## src/rtl/core/wawg_pkg.sv

```systemverilog
`timescale 1ns / 1ps
// ----------------------------------------------------------------------------
// wawg_pkg
// Types, codes and fixed widths shared by the WA wirelength gradient engine.
// ----------------------------------------------------------------------------
package wawg_pkg;

	typedef struct packed {
		logic signed [31:0] pin_x;
		logic signed [31:0] pin_y;
		logic [23:0]        node_id;
		logic               last_pin;
	} pin_t;

	typedef struct packed {
		logic [23:0]        out_node;
		logic signed [31:0] grad_x;
		logic signed [31:0] grad_y;
		logic               last_grad;
	} grad_t;

	// Register map.
	localparam int APB_ADDR_W = 3;
	localparam int REG_IDX_W  = 1;
	localparam logic [REG_IDX_W-1:0] REG_GAMMA_RECIP = 1'd0;
	localparam logic [REG_IDX_W-1:0] REG_MAX_DEGREE  = 1'd1;
	localparam logic [31:0] GAMMA_RECIP_RESET = 32'h0100_0000;
	localparam logic [6:0]  MAX_DEGREE_RESET  = 7'd64;

	// Bounding box sides.
	localparam logic [1:0] SIDE_MAX_X = 2'd0;
	localparam logic [1:0] SIDE_MIN_X = 2'd1;
	localparam logic [1:0] SIDE_MAX_Y = 2'd2;
	localparam logic [1:0] SIDE_MIN_Y = 2'd3;

	// Arithmetic widths.
	localparam int EXP_RANGE_LOG2 = 5;
	localparam int T_BITS         = 32 + EXP_RANGE_LOG2;
	localparam int WSUM_W         = 38;
	localparam int MSUM_W         = 44;
	localparam int MOM_W          = 37;
	localparam int QUOT_W         = 32;
	localparam int M24_W          = 31;
	localparam logic [31:0] ONE_Q24    = 32'h0100_0000;
	localparam logic [6:0]  M24_INT_MAX = 7'd64;

	typedef enum logic [4:0] {
		ST_LOAD,
		ST_CHECK,
		ST_S_RD,
		ST_S_T,
		ST_S_E1,
		ST_S_E2,
		ST_S_E3,
		ST_S_M,
		ST_S_ACC,
		ST_M_DIV,
		ST_M_WAIT,
		ST_E_RD,
		ST_E_T,
		ST_E_V,
		ST_E_MUL,
		ST_E_DIV,
		ST_E_WAIT,
		ST_E_OUT
	} ctrl_state_t;

	typedef struct packed {
		logic       mem_rd;
		logic       calc_t;
		logic       exp_idx;
		logic       exp_mul;
		logic       exp_fin;
		logic       mom_mul;
		logic       acc;
		logic       w_wr;
		logic       div_start;
		logic       div_m;
		logic       m24_ld;
		logic       calc_v;
		logic       side_mul;
		logic       grad_clr;
		logic       grad_acc;
		logic       out_ld;
		logic       clear;
		logic [1:0] side;
	} wawg_cmd_t;

	typedef struct packed {
		logic net_ok;
		logic at_last;
		logic div_done;
		logic out_free;
	} wawg_status_t;

endpackage

```

## src/rtl/core/wawg_ctrl.sv

```systemverilog
`timescale 1ns / 1ps
// ----------------------------------------------------------------------------
// wawg_ctrl
// Sequencer for pin load, sum pass, moment divisions and emit pass.
// ----------------------------------------------------------------------------
module wawg_ctrl #(
	parameter int MAX_PINS = 64
) (
	input  logic                         clk,
	input  logic                         arst_n,
	input  logic                         pin_valid,
	input  logic                         pin_last,
	output logic                         pin_ready,
	input  wawg_pkg::wawg_status_t       status,
	output wawg_pkg::wawg_cmd_t          cmd,
	output logic [$clog2(MAX_PINS)-1:0]  pin_idx
);

	localparam int AW = $clog2(MAX_PINS);

	wawg_pkg::ctrl_state_t state_q, state_d;
	logic [AW-1:0] pin_idx_q;
	logic [1:0]    side_q;
	logic          idx_clr, idx_inc, side_clr, side_inc;
	logic          side_end;

	assign side_end = side_q == wawg_pkg::SIDE_MIN_Y;

	always_ff @(posedge clk or negedge arst_n) begin
		if (!arst_n) begin
			state_q   <= wawg_pkg::ST_LOAD;
			pin_idx_q <= '0;
			side_q    <= wawg_pkg::SIDE_MAX_X;
		end else begin
			state_q <= state_d;
			if (idx_clr) pin_idx_q <= '0;
			else if (idx_inc) pin_idx_q <= pin_idx_q + AW'(1);
			if (side_clr) side_q <= wawg_pkg::SIDE_MAX_X;
			else if (side_inc) side_q <= side_q + 2'd1;
		end
	end

	always_comb begin
		state_d   = state_q;
		cmd       = '0;
		cmd.side  = side_q;
		pin_ready = 1'b0;
		idx_clr   = 1'b0;
		idx_inc   = 1'b0;
		side_clr  = 1'b0;
		side_inc  = 1'b0;
		case (state_q)
			wawg_pkg::ST_LOAD: begin
				pin_ready = 1'b1;
				if (pin_valid && pin_last) state_d = wawg_pkg::ST_CHECK;
			end
			wawg_pkg::ST_CHECK: begin
				if (status.net_ok) begin
					idx_clr  = 1'b1;
					side_clr = 1'b1;
					state_d  = wawg_pkg::ST_S_RD;
				end else begin
					cmd.clear = 1'b1;
					state_d   = wawg_pkg::ST_LOAD;
				end
			end
			wawg_pkg::ST_S_RD: begin
				cmd.mem_rd = 1'b1;
				side_clr   = 1'b1;
				state_d    = wawg_pkg::ST_S_T;
			end
			wawg_pkg::ST_S_T: begin
				cmd.calc_t = 1'b1;
				state_d    = wawg_pkg::ST_S_E1;
			end
			wawg_pkg::ST_S_E1: begin
				cmd.exp_idx = 1'b1;
				state_d     = wawg_pkg::ST_S_E2;
			end
			wawg_pkg::ST_S_E2: begin
				cmd.exp_mul = 1'b1;
				state_d     = wawg_pkg::ST_S_E3;
			end
			wawg_pkg::ST_S_E3: begin
				cmd.exp_fin = 1'b1;
				state_d     = wawg_pkg::ST_S_M;
			end
			wawg_pkg::ST_S_M: begin
				cmd.mom_mul = 1'b1;
				state_d     = wawg_pkg::ST_S_ACC;
			end
			wawg_pkg::ST_S_ACC: begin
				cmd.acc = 1'b1;
				if (side_end) begin
					cmd.w_wr = 1'b1;
					side_clr = 1'b1;
					if (status.at_last) begin
						state_d = wawg_pkg::ST_M_DIV;
					end else begin
						idx_inc = 1'b1;
						state_d = wawg_pkg::ST_S_RD;
					end
				end else begin
					side_inc = 1'b1;
					state_d  = wawg_pkg::ST_S_T;
				end
			end
			wawg_pkg::ST_M_DIV: begin
				cmd.div_start = 1'b1;
				cmd.div_m     = 1'b1;
				state_d       = wawg_pkg::ST_M_WAIT;
			end
			wawg_pkg::ST_M_WAIT: begin
				cmd.div_m = 1'b1;
				if (status.div_done) begin
					cmd.m24_ld = 1'b1;
					if (side_end) begin
						idx_clr = 1'b1;
						state_d = wawg_pkg::ST_E_RD;
					end else begin
						side_inc = 1'b1;
						state_d  = wawg_pkg::ST_M_DIV;
					end
				end
			end
			wawg_pkg::ST_E_RD: begin
				cmd.mem_rd   = 1'b1;
				cmd.grad_clr = 1'b1;
				side_clr     = 1'b1;
				state_d      = wawg_pkg::ST_E_T;
			end
			wawg_pkg::ST_E_T: begin
				cmd.calc_t = 1'b1;
				state_d    = wawg_pkg::ST_E_V;
			end
			wawg_pkg::ST_E_V: begin
				cmd.calc_v = 1'b1;
				state_d    = wawg_pkg::ST_E_MUL;
			end
			wawg_pkg::ST_E_MUL: begin
				cmd.side_mul = 1'b1;
				state_d      = wawg_pkg::ST_E_DIV;
			end
			wawg_pkg::ST_E_DIV: begin
				cmd.div_start = 1'b1;
				state_d       = wawg_pkg::ST_E_WAIT;
			end
			wawg_pkg::ST_E_WAIT: begin
				if (status.div_done) begin
					cmd.grad_acc = 1'b1;
					if (side_end) begin
						state_d = wawg_pkg::ST_E_OUT;
					end else begin
						side_inc = 1'b1;
						state_d  = wawg_pkg::ST_E_T;
					end
				end
			end
			wawg_pkg::ST_E_OUT: begin
				if (status.out_free) begin
					cmd.out_ld = 1'b1;
					if (status.at_last) begin
						cmd.clear = 1'b1;
						state_d   = wawg_pkg::ST_LOAD;
					end else begin
						idx_inc = 1'b1;
						state_d = wawg_pkg::ST_E_RD;
					end
				end
			end
			default: state_d = wawg_pkg::ST_LOAD;
		endcase
	end

	assign pin_idx = pin_idx_q;

endmodule

```

## config.mk

```make
export PLATFORM = sky130hd
export DESIGN_NAME = wawg_ctrl
export DESIGN_NICKNAME = d
export VERILOG_FILES = /design/src/rtl/core/wawg_pkg.sv /design/src/rtl/core/wawg_ctrl.sv
export SDC_FILE = /design/constraint.sdc
export NUM_CORES = 1
export LEC_CHECK = 0
export ABC_AREA = 1
export BUFFER_PORTS_ARGS = -buffer_cell sky130_fd_sc_hd__buf_2
export CELL_PAD_IN_SITES_DETAIL_PLACEMENT = 1
export CELL_PAD_IN_SITES_GLOBAL_PLACEMENT = 1
export CORE_ASPECT_RATIO = 1.1
export CORE_UTILIZATION = 26
export CTS_BUF_LIST = sky130_fd_sc_hd__clkbuf_16
export DETAILED_ROUTE_END_ITERATION = 8
export PLACE_DENSITY = 0.65
export SLEW_MARGIN = 20
export SYNTH_ARGS = -nofsm -noshare
export SYNTH_HDL_FRONTEND = slang
export SYNTH_SLANG_ARGS = --single-unit
```

## constraint.sdc

```tcl
create_clock -name clk -period 2.7 [get_ports clk]
set_clock_uncertainty 0.2 [all_clocks]
set_input_delay 0.27 -clock clk [delete_from_list [all_inputs] [get_ports clk]]
set_output_delay 0.27 -clock clk [all_outputs]
set_load 0.05 [all_outputs]
```

==> flow_summary.json, run 1 <==
{
  "run_status": "finished clean",
  "vdd_ir_drop_max_mv": 0.325,
  "place.port_buffers": 33,
  "p_comb_share_pct": 50.8,
  "arrival_ps": 1730,
  "grtUsageMet2_pct": 31.3,
  "nets": 238,
  "grt_max_degree": 14,
  "final_cell_mix": "nand2_1 (58), buf_2 (33), nor2_1 (31)",
  "die_height_um": 72.0,
  "drt-pass1-iter-count": 4,
  "grtUsageMet1_pct": 19.4,
  "start_util_pct": 27.0,
  "yosysWarnings": 0,
  "cts_tree": "yes",
  "powerDensity_nw_per_um2": 751,
  "seqPwrFrac_pct": 24.0,
  "tns_ps": 0,
  "drv_slew": 0,
  "multi_input_area_um2": 721,
  "final_common_cell": "nand2_1",
  "pwr-share-clk_pct": 25.2,
  "r2r_setup_slack_ps": 850,
  "htree_levels": 1,
  "worstMarginPinSlew_ps": 328,
  "area_delta_synth_final_pct": 27.2,
  "cp-start-kind": "register",
  "clock_latency_ps": 240,
  "fin_area_um2": 1470,
  "cts_root_buf": "clkbuf_16",
  "cts_buffers": 3,
  "syn_nets": 200,
  "final_cells": 281,
  "grt_pass1_wl_um": 6070,
  "drv_cap": 0,
  "cts_setup_buffers": 0,
  "overflow": 0,
  "hold_violations": 0,
  "cp_data_required_time_ps": 2230,
  "numPlacedInstances": 276,
  "drc": 0,
  "track_usage_pct": 16.6,
  "gp_congestion": 0.870,
  "drtIter0Drc": 53,
  "setup_viol": 0,
  "grt-busiest-layer": "met2",
  "max_slew_margin_pct": 78.1,
  "hpwl_um": 3030,
  "postSynthCellCount": 190,
  "avgSynthCellArea_um2": 6.10,
  "internal_power_uw": 556,
  "max-clock-path-buffers": 2,
  "core_um2": 4290,
  "viasPerCell": 4.64,
  "ant_nets": 0,
  "seqCellArea_um2": 325,
  "wl_per_cell_um": 12.7,
  "grt_setup_unrepaired": "false",
  "yosysSeqAreaShare_pct": 28.1,
  "finalPower_mw": 1.11,
  "syn-cell-area_um2": 1160,
  "critical_path_class": "register to primary output",
  "cts.sinks": 13,
  "critPathMaxFanout": 5,
  "n_fill_cell": 576,
  "setup_ws_ps": 498,
  "place_ws_ps": 740,
  "via_count": 1304,
  "fp-row-count": 25,
  "grt_pass1_vias": 1375,
  "clk_pin_slew_ps": 50,
  "p_leak_nw": 0.950,
  "finalCritPeriodShare_pct": 81.6,
  "die_w_um": 65.7,
  "diodes": 0,
  "power.switching_uw": 551,
  "die_area_um2": 4730,
  "synth_cell_types": 23,
  "cp-end-kind": "primary output",
  "grtUsageMet3_pct": 1.42,
  "p_sw_share_pct": 49.8,
  "drive_gt1_share_pct": 24.7,
  "routed_wl_um": 3580,
  "period_minus_slack_ps": 2200,
  "ys_ff_latch": 13,
  "antenna_found_initial": 0,
  "dpl_cell_area_um2": 1380,
  "worstHoldPathType": "input port to register",
  "ios": 34,
  "max_freq_ghz": 0.454
}
## routing by layer
metal	routed length [um]	vias up
li1	-	670
met1	1650	608
met2	1820	22
met3	82	4
met4	27	0
met5	0	-
## cell families after synthesis
| family | share of synthesized area (%) |
|---|---|
| adder cells (fa/ha/maj) | 2.16 |
| flip-flops | 28.1 |
| buffers and inverters | 9.72 |
| XOR/XNOR | 3.02 |
| AND/OR/NAND/NOR | 52.9 |
| AO/OA/AOI/OAI | 4.10 |
## state kept, by name, summed over array words and instances (netlist names)
register  cells
side_q        2
pin_idx       6
state_q       5
## timing repair
action	in CTS	in global routing
endpoints found under the hold margin	13	0
resized for setup	0	0
hold buffers	1	0
## final cells by class
| type | instances | area share (%) |
|---|---|---|
| clock buffers | 3 | 5.09 |
| clock inverters | 1 | 0.340 |
| inverters | 28 | 7.13 |
| multi-input cells | 148 | 48.9 |
| flip-flops and latches | 13 | 22.1 |
| well taps | 54 | 4.58 |
| repair buffers | 34 | 11.9 |
## worst max-delay path: stages (launching register included)
cell and delay [ps]:
dfrtp_1 490, inv_2 90, nor2_4 160, nand3_2 150, nor2_1 160, nand2_1 80
o31ai_1 60, buf_2 300
## synth_stat cells (all sizes together)
cell   number  share of area [%]
nand2      63                 22
nor2       39                 16
inv        28                9.1
nand3      24                 11
dfrtp      13                 28
nand4       4                2.2
o21ai       4                2.1
nor3        3                1.3
xor2        3                2.3
a21oi       2               0.86
ha          2                2.2
buf         1               0.65
nor3b       1               0.65
o22ai       1               0.54
o31ai       1               0.65
xnor2       1               0.76
## through the flow
stage / hold WS, ps / util (%)
final: 137 / 34.4
after floorplan: -226 / -
after global routing: 172 / 34.4
after global placement: -21.7 / 32.3
after CTS: 138 / 34.4
after detailed placement: -22.8 / 32.3
## final timing paths
path | cells past startpoint | from | endpoint
max in group asynchronous | 2 | arst_n | pin_idx[5]
setup reg to reg | 8 | state_q[2] | pin_idx[0]
setup / recovery | 7 | state_q[0] | cmd[2]
min in group asynchronous | 2 | arst_n | pin_idx[0]
hold / removal | 4 | status[1] | state_q[4]
hold reg to reg | 2 | side_q[1] | side_q[1]
## power groups by stage
stage	Clock (mW)	Combinational (mW)	Sequential, mW
3_3_place_gp	0	0.571	0.269
3_5_place_dp	0	0.570	0.269
4_1_cts	0.290	0.573	0.266
5_1_grt	0.300	0.630	0.270
6_report	0.279	0.563	0.265
2_1_floorplan	0	0.429	0.269
(Power assumes the default switching activity.)
==> run 2, diff against run 1 <==
- PLACE_DENSITY: 0.65 -> 0.68
- clock period: 2.7 -> 1.8 ns (I/O delays scaled with it)
==> flow_summary.json, run 2 (synthesized netlist as in run 1, its figures left out) <==
{
  "powerDensity_nw_per_um2": 1130,
  "max_freq_ghz": 0.528,
  "violations": "negative setup slack",
  "worstMarginPinSlew_ps": 325,
  "grt_max_degree": 14,
  "slowest_delay_ps": 450,
  "drive_gt1_share_pct": 52.3,
  "die_height_um": 72.0,
  "n_fill_cell": 547,
  "crit_slowest_cell": "dfrtp_2",
  "finish.utilization_pct": 48.9,
  "gp_congestion": 0.857,
  "final_common_cell": "nand2_1",
  "finalCritPeriodShare_pct": 105,
  "arrival_ps": 1510,
  "critical_path_class": "register to primary output",
  "run_status": "complete, but fails checks",
  "antenna_found_initial": 0,
  "place_ws_ps": 5.75,
  "met2_length_um": 2610,
  "ant_nets": 0,
  "track_usage_pct": 19.8,
  "hold_violations": 0,
  "cts_root_buf": "clkbuf_16",
  "htree_levels": 1,
  "setup_viol": 10,
  "nets": 273,
  "tns_ps": -429,
  "drv_cap": 0,
  "place.port_buffers": 33,
  "cp-start-kind": "register",
  "max_slew_margin_pct": 78.3,
  "wl_per_cell_um": 14.8,
  "cp_data_required_time_ps": 1420,
  "clk_pin_slew_ps": 50,
  "finalPower_mw": 2.37,
  "core_um2": 4290,
  "seqCellArea_um2": 334,
  "cts_buffers": 3,
  "cpMostUsedCell": "nor2_4",
  "grt_pass1_wl_um": 7120,
  "clock_latency_ps": 240,
  "die_w_um": 65.7,
  "multi_input_area_um2": 936,
  "final_cell_mix": "nand2_1 (51), buf_4 (32), inv_1 (19)",
  "area_delta_synth_final_pct": 80.9,
  "numPlacedInstances": 292,
  "grt_setup_unrepaired": "true",
  "vdd_ir_drop_max_mv": 0.462,
  "drt-pass1-iter-count": 4,
  "wl_met3_um": 80,
  "die_area_um2": 4730,
  "cts_tree": "yes",
  "ios": 34,
  "whs_ps": 46.3,
  "largest_reg_flops": 6,
  "p_leak_nw": 1.15,
  "worstHoldPathType": "input port to register",
  "highest_layer": "met4",
  "viasPerCell": 4.79,
  "start_util_pct": 27.0,
  "drc": 0,
  "drt-met1-wl_um": 1840,
  "fp-row-count": 25,
  "cp-end-kind": "primary output",
  "final_cells": 316,
  "max-clock-path-buffers": 2,
  "drtIter0Drc": 38,
  "setup_ws_ps": -92.3,
  "cts.sinks": 13,
  "via_count": 1514,
  "drv_slew": 0,
  "period_minus_slack_ps": 1890,
  "overflow": 0,
  "grt_pass1_vias": 1529,
  "crit_buf_inv": 3,
  "dpl_cell_area_um2": 1560,
  "diodes": 0,
  "critPathMaxFanout": 6,
  "cpLargestDelayFamily": "buffers and inverters",
  "fin_area_um2": 2100,
  "hpwl_um": 3270,
  "cp_cell_sequence": "buf_6, nor2_4, buf_4, nand2_4, nor2_4, buf_8",
  "routed_wl_um": 4670
}
==> run 2: final cells by class <==
cell class,instances,share of cell area [%]
clock buffers,3,3.58
clock inverters,1,0.179
inverters,28,5.13
multi-input cells,148,44.7
flip-flops and latches,13,15.9
well taps,54,3.22
repair buffers,69,27.3
==> run 2: routing by layer <==
metal / GRT usage, % / vias to the layer above
li1: - / 741
met1: 21.9 / 728
met2: 39.5 / 35
met3: 1.42 / 10
met4: 4.83 / 0
met5: 0 / -
==> run 2: final timing paths <==
path | start | end | slack, ps | cells past startpoint
max | state_q[0] | cmd[8] | -90 | 6
max in group asynchronous | arst_n | state_q[1] | 970 | 2
min | status[1] | state_q[4] | 50 | 4
min reg2reg | side_q[1] | side_q[1] | 330 | 2
min in group asynchronous | arst_n | pin_idx[1] | 170 | 2
max reg2reg | state_q[2] | pin_idx[3] | 10 | 8
==> run 2: repair_timing <==
item	4_1_cts	5_1_grt
endpoints found under the setup margin	21	31
endpoints found under the hold margin	13	0
pin swaps	6	18
resized for setup	47	43
setup buffers	8	11
hold buffers	1	0
==> run 2: where the power goes <==
| part | leakage (nW) | switching [mW] | internal (mW) | total (mW) |
|---|---|---|---|---|
| clock | 0.0423 | 0.130 | 0.294 | 0.424 |
| combinational | 0.944 | 0.898 | 0.642 | 1.54 |
| sequential | 0.168 | 0.0710 | 0.335 | 0.406 |
==> run 2: worst min-delay path, delay by kind of cell <==
family | cells | cell delay (ps)
simple gates | 1 | 40
compound gates | 1 | 90
buf+inv | 2 | 150
